<file path="config.mk">
export PLATFORM = sky130hd
export DESIGN_NAME = sample_rate_divider_search
export DESIGN_NICKNAME = d
export VERILOG_FILES = /design/src/design/srds_pkg.sv /design/src/design/srds_div.sv /design/src/design/srds_dp.sv /design/src/design/srds_ctrl.sv /design/src/design/sample_rate_divider_search.sv
export VERILOG_INCLUDE_DIRS = /design/src /design/src/design
export SDC_FILE = /design/constraint.sdc
export NUM_CORES = 2
export LEC_CHECK = 0
export ABC_AREA = 1
export BUFFER_PORTS_ARGS = -buffer_cell sky130_fd_sc_hd__buf_2
export CAP_MARGIN = 0
export CORE_UTILIZATION = 50
export CTS_CLUSTER_DIAMETER = 30
export CTS_CLUSTER_SIZE = 10
export DETAILED_ROUTE_END_ITERATION = 16
export GPL_ROUTABILITY_DRIVEN = 1
export GPL_TIMING_DRIVEN = 0
export PLACE_DENSITY = 0.77
export SYNTH_ARGS = -nofsm -noshare
export SYNTH_HDL_FRONTEND = slang
export SYNTH_SLANG_ARGS = --single-unit
</file>
<file path="constraint.sdc">
create_clock -name clk -period 12.7 [get_ports clk]
set_clock_uncertainty 0.15 [all_clocks]
set_input_delay 2.54 -clock clk [delete_from_list [all_inputs] [get_ports clk]]
set_output_delay 2.54 -clock clk [all_outputs]
set_load 0.02 [all_outputs]
</file>
<file path="src/design/sample_rate_divider_search_assert.svh">
// assertion macros shared by the sample rate divider search block
`ifndef SAMPLE_RATE_DIVIDER_SEARCH_ASSERT_SVH
`define SAMPLE_RATE_DIVIDER_SEARCH_ASSERT_SVH

// same-cycle implication, checked out of reset
`define SRDS_ASSERT_IMPL(lbl, ante, cons, msg) \
	lbl: assert property (@(posedge clk) disable iff (!arst_n) (ante) |-> (cons)) \
		else $error(msg);

// next-cycle implication, checked out of reset
`define SRDS_ASSERT_NEXT(lbl, ante, cons, msg) \
	lbl: assert property (@(posedge clk) disable iff (!arst_n) (ante) |=> (cons)) \
		else $error(msg);

`endif

</file>
<file path="src/design/srds_pkg.sv">
// types and constants of the sample rate divider search
package srds_pkg;

	localparam int CLK_W = 32;
	localparam int RATE_W = 24;
	localparam int DIV_W = 6;
	localparam int DVSR_W = 18;
	localparam int PROD_W = 2 * DIV_W;

	localparam logic [DIV_W-1:0] BCK_MIN = 6'd2;
	localparam logic [DIV_W-1:0] CLKM_MIN = 6'd5;
	localparam logic [DIV_W-1:0] DIV_MAX = 6'd63;
	localparam logic [CLK_W-1:0] BASE_RESET = 32'd160000000;

	typedef struct packed {
		logic [DIV_W-1:0] bck;
		logic [DIV_W-1:0] clkm;
	} pair_t;

	typedef struct packed {
		logic  start;
		logic  issue;
		logic  load;
		pair_t pair;
	} ctrl_cmd_t;

	typedef struct packed {
		logic busy;
	} dp_stat_t;

endpackage

</file>
<file path="src/design/srds_div.sv">
// pipelined restoring divider, one quotient bit per stage, one pair per cycle
module srds_div (
	input  logic                         clk,
	input  logic                         arst_n,
	input  logic [srds_pkg::CLK_W-1:0]   base,
	input  logic                         in_v,
	input  logic [srds_pkg::DVSR_W-1:0]  dvsr,
	input  srds_pkg::pair_t              in_pair,
	output logic                         out_v,
	output logic [srds_pkg::RATE_W-1:0]  quot,
	output srds_pkg::pair_t              out_pair,
	output logic                         busy
);
	import srds_pkg::*;

	// divisor is at least 340, so the top eight dividend bits never give a quotient bit
	logic [RATE_W-1:0] v_s;
	logic [DVSR_W-1:0] rem_s  [RATE_W];
	logic [DVSR_W-1:0] dvsr_s [RATE_W];
	logic [RATE_W-1:0] quo_s  [RATE_W];
	pair_t             pair_s [RATE_W];

	for (genvar k = 0; k < RATE_W; k++) begin : g_stg
		logic              v_in;
		logic [DVSR_W-1:0] rem_in;
		logic [DVSR_W-1:0] dvsr_in;
		logic [RATE_W-1:0] quo_in;
		pair_t             pair_in;
		logic [DVSR_W:0]   trial;
		logic              ge;

		if (k == 0) begin : g_first
			assign v_in    = in_v;
			assign rem_in  = DVSR_W'(base[CLK_W-1:RATE_W]);
			assign dvsr_in = dvsr;
			assign quo_in  = '0;
			assign pair_in = in_pair;
		end else begin : g_next
			assign v_in    = v_s[k-1];
			assign rem_in  = rem_s[k-1];
			assign dvsr_in = dvsr_s[k-1];
			assign quo_in  = quo_s[k-1];
			assign pair_in = pair_s[k-1];
		end

		assign trial = {rem_in, base[RATE_W-1-k]};
		assign ge    = trial >= {1'b0, dvsr_in};

		always_ff @(posedge clk or negedge arst_n) begin
			if (!arst_n) begin
				v_s[k] <= 1'b0;
			end else begin
				v_s[k] <= v_in;
			end
		end

		always_ff @(posedge clk) begin
			rem_s[k]  <= ge ? DVSR_W'(trial - {1'b0, dvsr_in}) : trial[DVSR_W-1:0];
			dvsr_s[k] <= dvsr_in;
			quo_s[k]  <= {quo_in[RATE_W-2:0], ge};
			pair_s[k] <= pair_in;
		end
	end

	assign out_v    = v_s[RATE_W-1];
	assign quot     = quo_s[RATE_W-1];
	assign out_pair = pair_s[RATE_W-1];
	assign busy     = |v_s;

endmodule

</file>
<file path="src/design/srds_dp.sv">
// datapath: base clock register, divisor, divider, distance compare, best pair
module srds_dp (
	input  logic                         clk,
	input  logic                         arst_n,
	input  logic                         cfg_we,
	input  logic [srds_pkg::CLK_W-1:0]   cfg_wdata,
	input  logic [srds_pkg::RATE_W-1:0]  target_rate,
	input  srds_pkg::ctrl_cmd_t          cmd,
	output srds_pkg::dp_stat_t           stat,
	output logic [srds_pkg::DIV_W-1:0]   bit_clock_div,
	output logic [srds_pkg::DIV_W-1:0]   master_clock_div,
	output logic [srds_pkg::RATE_W-1:0]  achieved_rate
);
	import srds_pkg::*;

	logic [CLK_W-1:0]  base_q;
	logic [RATE_W-1:0] target_q;

	logic              iss_v_s1;
	logic [DVSR_W-1:0] dvsr_s1;
	pair_t             pair_s1;
	logic [PROD_W-1:0] prod;

	logic              div_v;
	logic [RATE_W-1:0] div_quot;
	pair_t             div_pair;
	logic              div_busy;

	logic              dif_v_s2;
	logic [RATE_W-1:0] dif_s2;
	logic [RATE_W-1:0] rate_s2;
	pair_t             pair_s2;
	logic [RATE_W-1:0] delta;

	logic [RATE_W-1:0] best_dist_q;
	logic [RATE_W-1:0] best_rate_q;
	pair_t             best_pair_q;

	always_ff @(posedge clk or negedge arst_n) begin
		if (!arst_n) begin
			base_q <= BASE_RESET;
		end else if (cfg_we) begin
			base_q <= cfg_wdata;
		end
	end

	// divisor = bck * clkm * 17 bits * 2 channels
	assign prod = cmd.pair.bck * cmd.pair.clkm;

	always_ff @(posedge clk or negedge arst_n) begin
		if (!arst_n) begin
			iss_v_s1 <= 1'b0;
			dif_v_s2 <= 1'b0;
		end else begin
			iss_v_s1 <= cmd.issue;
			dif_v_s2 <= div_v;
		end
	end

	always_ff @(posedge clk) begin
		dvsr_s1 <= DVSR_W'({prod, 5'b0}) + DVSR_W'({prod, 1'b0});
		pair_s1 <= cmd.pair;
	end

	srds_div u_div (
		.clk      (clk),
		.arst_n   (arst_n),
		.base     (base_q),
		.in_v     (iss_v_s1),
		.dvsr     (dvsr_s1),
		.in_pair  (pair_s1),
		.out_v    (div_v),
		.quot     (div_quot),
		.out_pair (div_pair),
		.busy     (div_busy)
	);

	assign delta = (target_q >= div_quot) ? (target_q - div_quot) : (div_quot - target_q);

	always_ff @(posedge clk) begin
		dif_s2  <= delta;
		rate_s2 <= div_quot;
		pair_s2 <= div_pair;
	end

	// best rate starts at zero, so its distance is the target itself
	always_ff @(posedge clk) begin
		if (cmd.start) begin
			target_q    <= target_rate;
			best_dist_q <= target_rate;
			best_rate_q <= '0;
			best_pair_q <= '0;
		end else if (dif_v_s2 && (dif_s2 < best_dist_q)) begin
			best_dist_q <= dif_s2;
			best_rate_q <= rate_s2;
			best_pair_q <= pair_s2;
		end
	end

	always_ff @(posedge clk) begin
		if (cmd.load) begin
			bit_clock_div    <= best_pair_q.bck;
			master_clock_div <= best_pair_q.clkm;
			achieved_rate    <= best_rate_q;
		end
	end

	assign stat.busy = iss_v_s1 | div_busy | dif_v_s2;

endmodule

</file>
<file path="src/design/srds_ctrl.sv">
// controller: pair sweep, pipeline drain and result handoff
module srds_ctrl (
	input  logic                 clk,
	input  logic                 arst_n,
	input  logic                 in_valid,
	output logic                 in_stall,
	output logic                 out_valid,
	input  logic                 out_stall,
	input  srds_pkg::dp_stat_t   stat,
	output srds_pkg::ctrl_cmd_t  cmd
);
	import srds_pkg::*;

	localparam logic [1:0] ST_IDLE  = 2'd0;
	localparam logic [1:0] ST_RUN   = 2'd1;
	localparam logic [1:0] ST_DRAIN = 2'd2;
	localparam logic [1:0] ST_DONE  = 2'd3;

	logic [1:0]       state_q;
	logic [1:0]       state_d;
	logic [DIV_W-1:0] bck_q;
	logic [DIV_W-1:0] clkm_q;
	logic             out_valid_q;
	logic             load;

	always_comb begin
		state_d = state_q;
		load    = 1'b0;
		unique case (state_q)
			ST_IDLE: begin
				if (in_valid) begin
					state_d = ST_RUN;
				end
			end
			ST_RUN: begin
				if (clkm_q == DIV_MAX && bck_q == DIV_MAX) begin
					state_d = ST_DRAIN;
				end
			end
			ST_DRAIN: begin
				if (!stat.busy) begin
					state_d = ST_DONE;
				end
			end
			ST_DONE: begin
				// hand over once the output register is free
				if (!out_valid_q || !out_stall) begin
					load    = 1'b1;
					state_d = ST_IDLE;
				end
			end
			default: state_d = ST_IDLE;
		endcase
	end

	always_ff @(posedge clk or negedge arst_n) begin
		if (!arst_n) begin
			state_q     <= ST_IDLE;
			bck_q       <= BCK_MIN;
			clkm_q      <= CLKM_MIN;
			out_valid_q <= 1'b0;
		end else begin
			state_q <= state_d;
			if (state_q == ST_IDLE) begin
				bck_q  <= BCK_MIN;
				clkm_q <= CLKM_MIN;
			end else if (state_q == ST_RUN) begin
				if (clkm_q == DIV_MAX) begin
					clkm_q <= CLKM_MIN;
					bck_q  <= bck_q + 1'b1;
				end else begin
					clkm_q <= clkm_q + 1'b1;
				end
			end
			if (load) begin
				out_valid_q <= 1'b1;
			end else if (!out_stall) begin
				out_valid_q <= 1'b0;
			end
		end
	end

	assign in_stall      = (state_q != ST_IDLE);
	assign out_valid     = out_valid_q;
	assign cmd.start     = (state_q == ST_IDLE) && in_valid;
	assign cmd.issue     = (state_q == ST_RUN);
	assign cmd.load      = load;
	assign cmd.pair.bck  = bck_q;
	assign cmd.pair.clkm = clkm_q;

endmodule

</file>
<file path="src/design/sample_rate_divider_search.sv">
// top level of the sample rate divider search
// Takes a target sample rate and sweeps all 3658 divider pairs (bit clock 2..63 outer,
// master clock 5..63 inner), feeding one pair per cycle into a 24-stage pipelined divider
// that computes base_clock_hz / (bck * clkm * 34); the closest rate wins, first on a tie,
// and all zeros come back when no pair beats rate 0. An item goes through acceptance,
// issue of all pairs, divider and compare pipeline drain and handoff, with one item in
// flight at a time. The next item is taken while the previous result still waits on
// out_stall. The user must write base_clock_hz through cfg_we / cfg_wdata only while
// the block is idle; the block itself does not enforce it.
module sample_rate_divider_search (
	input  logic                         clk,
	input  logic                         arst_n,
	input  logic                         cfg_we,
	input  logic [srds_pkg::CLK_W-1:0]   cfg_wdata,
	input  logic                         in_valid,
	output logic                         in_stall,
	input  logic [srds_pkg::RATE_W-1:0]  target_rate,
	output logic                         out_valid,
	input  logic                         out_stall,
	output logic [srds_pkg::DIV_W-1:0]   bit_clock_div,
	output logic [srds_pkg::DIV_W-1:0]   master_clock_div,
	output logic [srds_pkg::RATE_W-1:0]  achieved_rate
);
	import srds_pkg::*;

	ctrl_cmd_t cmd;
	dp_stat_t  stat;

	srds_ctrl u_ctrl (
		.clk       (clk),
		.arst_n    (arst_n),
		.in_valid  (in_valid),
		.in_stall  (in_stall),
		.out_valid (out_valid),
		.out_stall (out_stall),
		.stat      (stat),
		.cmd       (cmd)
	);

	srds_dp u_dp (
		.clk              (clk),
		.arst_n           (arst_n),
		.cfg_we           (cfg_we),
		.cfg_wdata        (cfg_wdata),
		.target_rate      (target_rate),
		.cmd              (cmd),
		.stat             (stat),
		.bit_clock_div    (bit_clock_div),
		.master_clock_div (master_clock_div),
		.achieved_rate    (achieved_rate)
	);

`include "sample_rate_divider_search_assert.svh"

	`SRDS_ASSERT_IMPL(a_idle_empty, !in_stall, !stat.busy, "item taken while pipeline busy")
	`SRDS_ASSERT_NEXT(a_issue_busy, cmd.issue, stat.busy, "issued pair not in pipeline")
	`SRDS_ASSERT_IMPL(a_pair_zero, out_valid, (bit_clock_div == '0) == (master_clock_div == '0), "one divider zero, other not")
	`SRDS_ASSERT_IMPL(a_pair_range, out_valid && (bit_clock_div != '0), (bit_clock_div >= BCK_MIN) && (master_clock_div >= CLKM_MIN), "divider below sweep range")

endmodule

</file>
==> results.py <==
metrics = {
    "status": {
        "status": "finished, final reports clean",
    },
    "clock_network": {
        "hold_buffers": 0,
        "cts_max_level": 5,
        "cts_buffer_depth": 4,
        "cts_resized": 0,
        "clk_pin_slew_worst_paths_ns": 0.05,
        "cts_buffers": 300,
        "tritoncts": "yes",
        "clkLatencyLatePin_ns": 0.88,
        "cts_root_buffer": "clkbuf_16",
        "post-cts-setup-buffers": 0,
        "cts_num_sinks": 1675,
    },
    "global_routing": {
        "antenna_found_initial": 2,
        "track_usage_pct": 24.3,
        "grt_pass1_wl_um": 257000,
        "grt_max_degree": 54,
        "grt-ovfl-total": 0,
        "grt_pass1_vias": 49100,
    },
    "synthesis": {
        "yosysMostFrequentCell": "dfxtp_1",
        "yosys_warnings": 0,
        "synth.avg_cell_area_um2": 9.27,
        "synth-main-ff-cell": "dfxtp_1",
        "ys_top_cells_by_area": "dfxtp_1 (46%), ha_1 (9.5%), nand2_1 (6.6%), inv_1 (5.6%), a21oi_1 (5.2%)",
        "synthTopCellsByCount": "dfxtp_1 (1518), nand2_1 (1159), inv_1 (992)",
        "syn-cell-area_mm2": 0.0661,
        "synth_edf_count": 84,
        "yosysTopAreaCellShare_pct": 46.0,
        "yosys.area.top_type": "dfxtp_1",
        "async_reset_ff_share_pct": 4.36,
        "seq_area_frac_synth_pct": 52.6,
        "synthesis.nets": 7734,
        "synth_cells": 7128,
        "ys_types": 65,
        "yosys_register_bits": 1675,
    },
    "timing": {
        "maxSlewViolCount": 0,
        "fmax_mhz": 199,
        "finalHoldViolCount": 0,
        "worst_pin_slew_ns": 1.14,
        "fin_crit_ns": 5.03,
        "tns_ns": 0,
        "whs_ns": 0.130,
        "rsz0062_at_grt": "false",
        "slew_headroom_pct": 24.3,
        "setup_violations": 0,
        "post-route-period-util_pct": 39.6,
    },
    "worst_hold_path": {
        "hold_class": "register to register",
    },
    "die": {
        "ios": 99,
        "rows": 133,
        "core_area_mm2": 0.131,
        "die_area_mm2": 0.134,
        "fp.dieH_um": 366,
        "fp.dieW_um": 366,
        "floorplan.initialDensity_pct": 50.3,
    },
    "setup_path": {
        "endpoint_kind": "register",
        "start_kind": "register",
        "critPathRequiredTime_ns": 13.35,
        "crit_arrival_ns": 5.67,
        "crit_type": "register to register",
        "cp_max_fo": 10,
    },
    "route": {
        "drt-total-wl_um": 162000,
        "drc_errors": 0,
        "vias": 48500,
        "dr.first_iter.drc_count": 3284,
        "vias_per_cell": 5.10,
        "wl_per_cell_um": 17.1,
        "firstDrtPassIters": 6,
        "ant_nets": 0,
    },
    "run": {
        "cap_violations": 0,
    },
    "place": {
        "routabilityCongestion": 0.935,
        "place_hpwl_um": 120000,
        "portBuffers": 97,
    },
    "finish": {
        "insertedDiodeCount": 0,
        "final_net_count": 8135,
        "areaGrowthSynthToFinish_pct": 18.8,
        "layout-drive-gt1-share_pct": 10.5,
    },
}
cells in the final DEF, fill, tap and decap left out, drive strengths merged, types with 43 or more instances in the layout:
cell type  count
fa            43
nand2       1213
clkbuf       426
a21o          45
o21ai        247
nand3        303
a21boi        59
edfxtp        84
ha           502
xnor2        162
xor2         223
a21oi        700
clkinv        44
nand4        142
nor3          44
inv         1025
dfxtp       1518
dfrtp         62
buf          193
nor2         499
metrics by stage:
| step | cells | setup WS, ns | utilization (%) | cell area [um^2] |
|---|---|---|---|---|
| 2_1_floorplan | 7128 | 7.77 | - | 66100 |
| 4_1_cts | 9492 | 7.64 | 59.8 | 78500 |
| 3_5_place_dp | 8982 | 7.66 | 52.4 | 68800 |
| 6_report | 9492 | 7.67 | 59.8 | 78500 |
| 5_1_grt | 9492 | 7.24 | 59.8 | 78500 |
| 3_3_place_gp | 8980 | 6.61 | 52.4 | 68800 |
routing by layer:
metal  routed length (um)  vias up  GRT usage (%)
li1                     -    24000              -
met1                70400    22700           29.9
met4                 6360        2           11.3
met5                    8        -              0
met2                77000     1381           41.3
met3                 8510      389           4.21
cell type report:
| cell class | count | area (um^2) |
|---|---|---|
| Inverter | 1000 | 3750 |
| Timing Repair Buffer | 99 | 536 |
| Clock buffer | 392 | 8230 |
| Fill cell | 10800 | 52800 |
| Multi-Input combinational cell | 4325 | 26700 |
| Sequential cell | 1675 | 34800 |
| Buffer | 128 | 890 |
| Clock inverter | 118 | 1470 |
| Tap cell | 1755 | 2200 |
logic make-up after synthesis:
logic type | count (synthesis) | share of synthesized area [%]
buffers and inverters | 1128 | 7.02
AOI/OAI and AO/OA | 1124 | 9.49
DFF | 1675 | 52.6
adders and majority gates | 545 | 10.8
and+or+nand+nor | 2264 | 14.9
muxes | 7 | 0.119
xor gates and xnor gates | 385 | 5.10
critical path: stages, from the launching register on:
cell and delay (ns):
dfrtp_1 0.40, clkbuf_1 0.39, nand2_1 0.09, inv_1 0.08, fa_1 0.44, fa_1 0.56
inv_1 0.06, fa_1 0.53, inv_1 0.04, ha_1 0.35, a21oi_1 0.20, nand2_1 0.09
nand2_1 0.06, nand2_1 0.12, ha_1 0.40, nand2_1 0.09, o21ai_0 0.29, nand2_1 0.11
o21ai_2 0.17, nand2_1 0.09, nand2_1 0.06, nand3_1 0.06, nand2_1 0.08
final timing paths:
path	start	to	slack (ns)	cells after the start
max reg2reg	u_ctrl.bck_q[3]	u_dp.dvsr_s1[13]	7.67	22
min	u_dp.u_div.quo_s[8][4]	u_dp.u_div.quo_s[9][5]	0.13	0
max	u_ctrl.bck_q[3]	u_dp.dvsr_s1[13]	7.67	22
min in group asynchronous	arst_n	u_dp.base_q[28]	1.45	1
min reg2reg	u_dp.u_div.quo_s[8][4]	u_dp.u_div.quo_s[9][5]	0.13	0
max in group asynchronous	arst_n	u_dp.base_q[11]	10.24	2
sequential cells by signal, indices dropped and copies added (netlist names), 12 cells and up:
register and cells:
u_dp.pair_s2 12, u_dp.u_div.dvsr_s 391, u_dp.best_pair_q 12, u_dp.dvsr_s1 17
u_dp.rate_s2 24, u_dp.achieved_rate 24, u_dp.best_rate_q 24, u_dp.best_dist_q 24
u_dp.pair_s1 12, u_dp.target_q 24, u_dp.u_div.g_stg.v_in 23, u_dp.u_div.quo_s 300
u_dp.base_q 32, u_dp.u_div.rem_s 414, u_dp.dif_s2 24, u_dp.u_div.pair_s 288
Power is not shown: default switching activity piles up to over one toggle a cycle in this logic, so the estimate is an artifact.
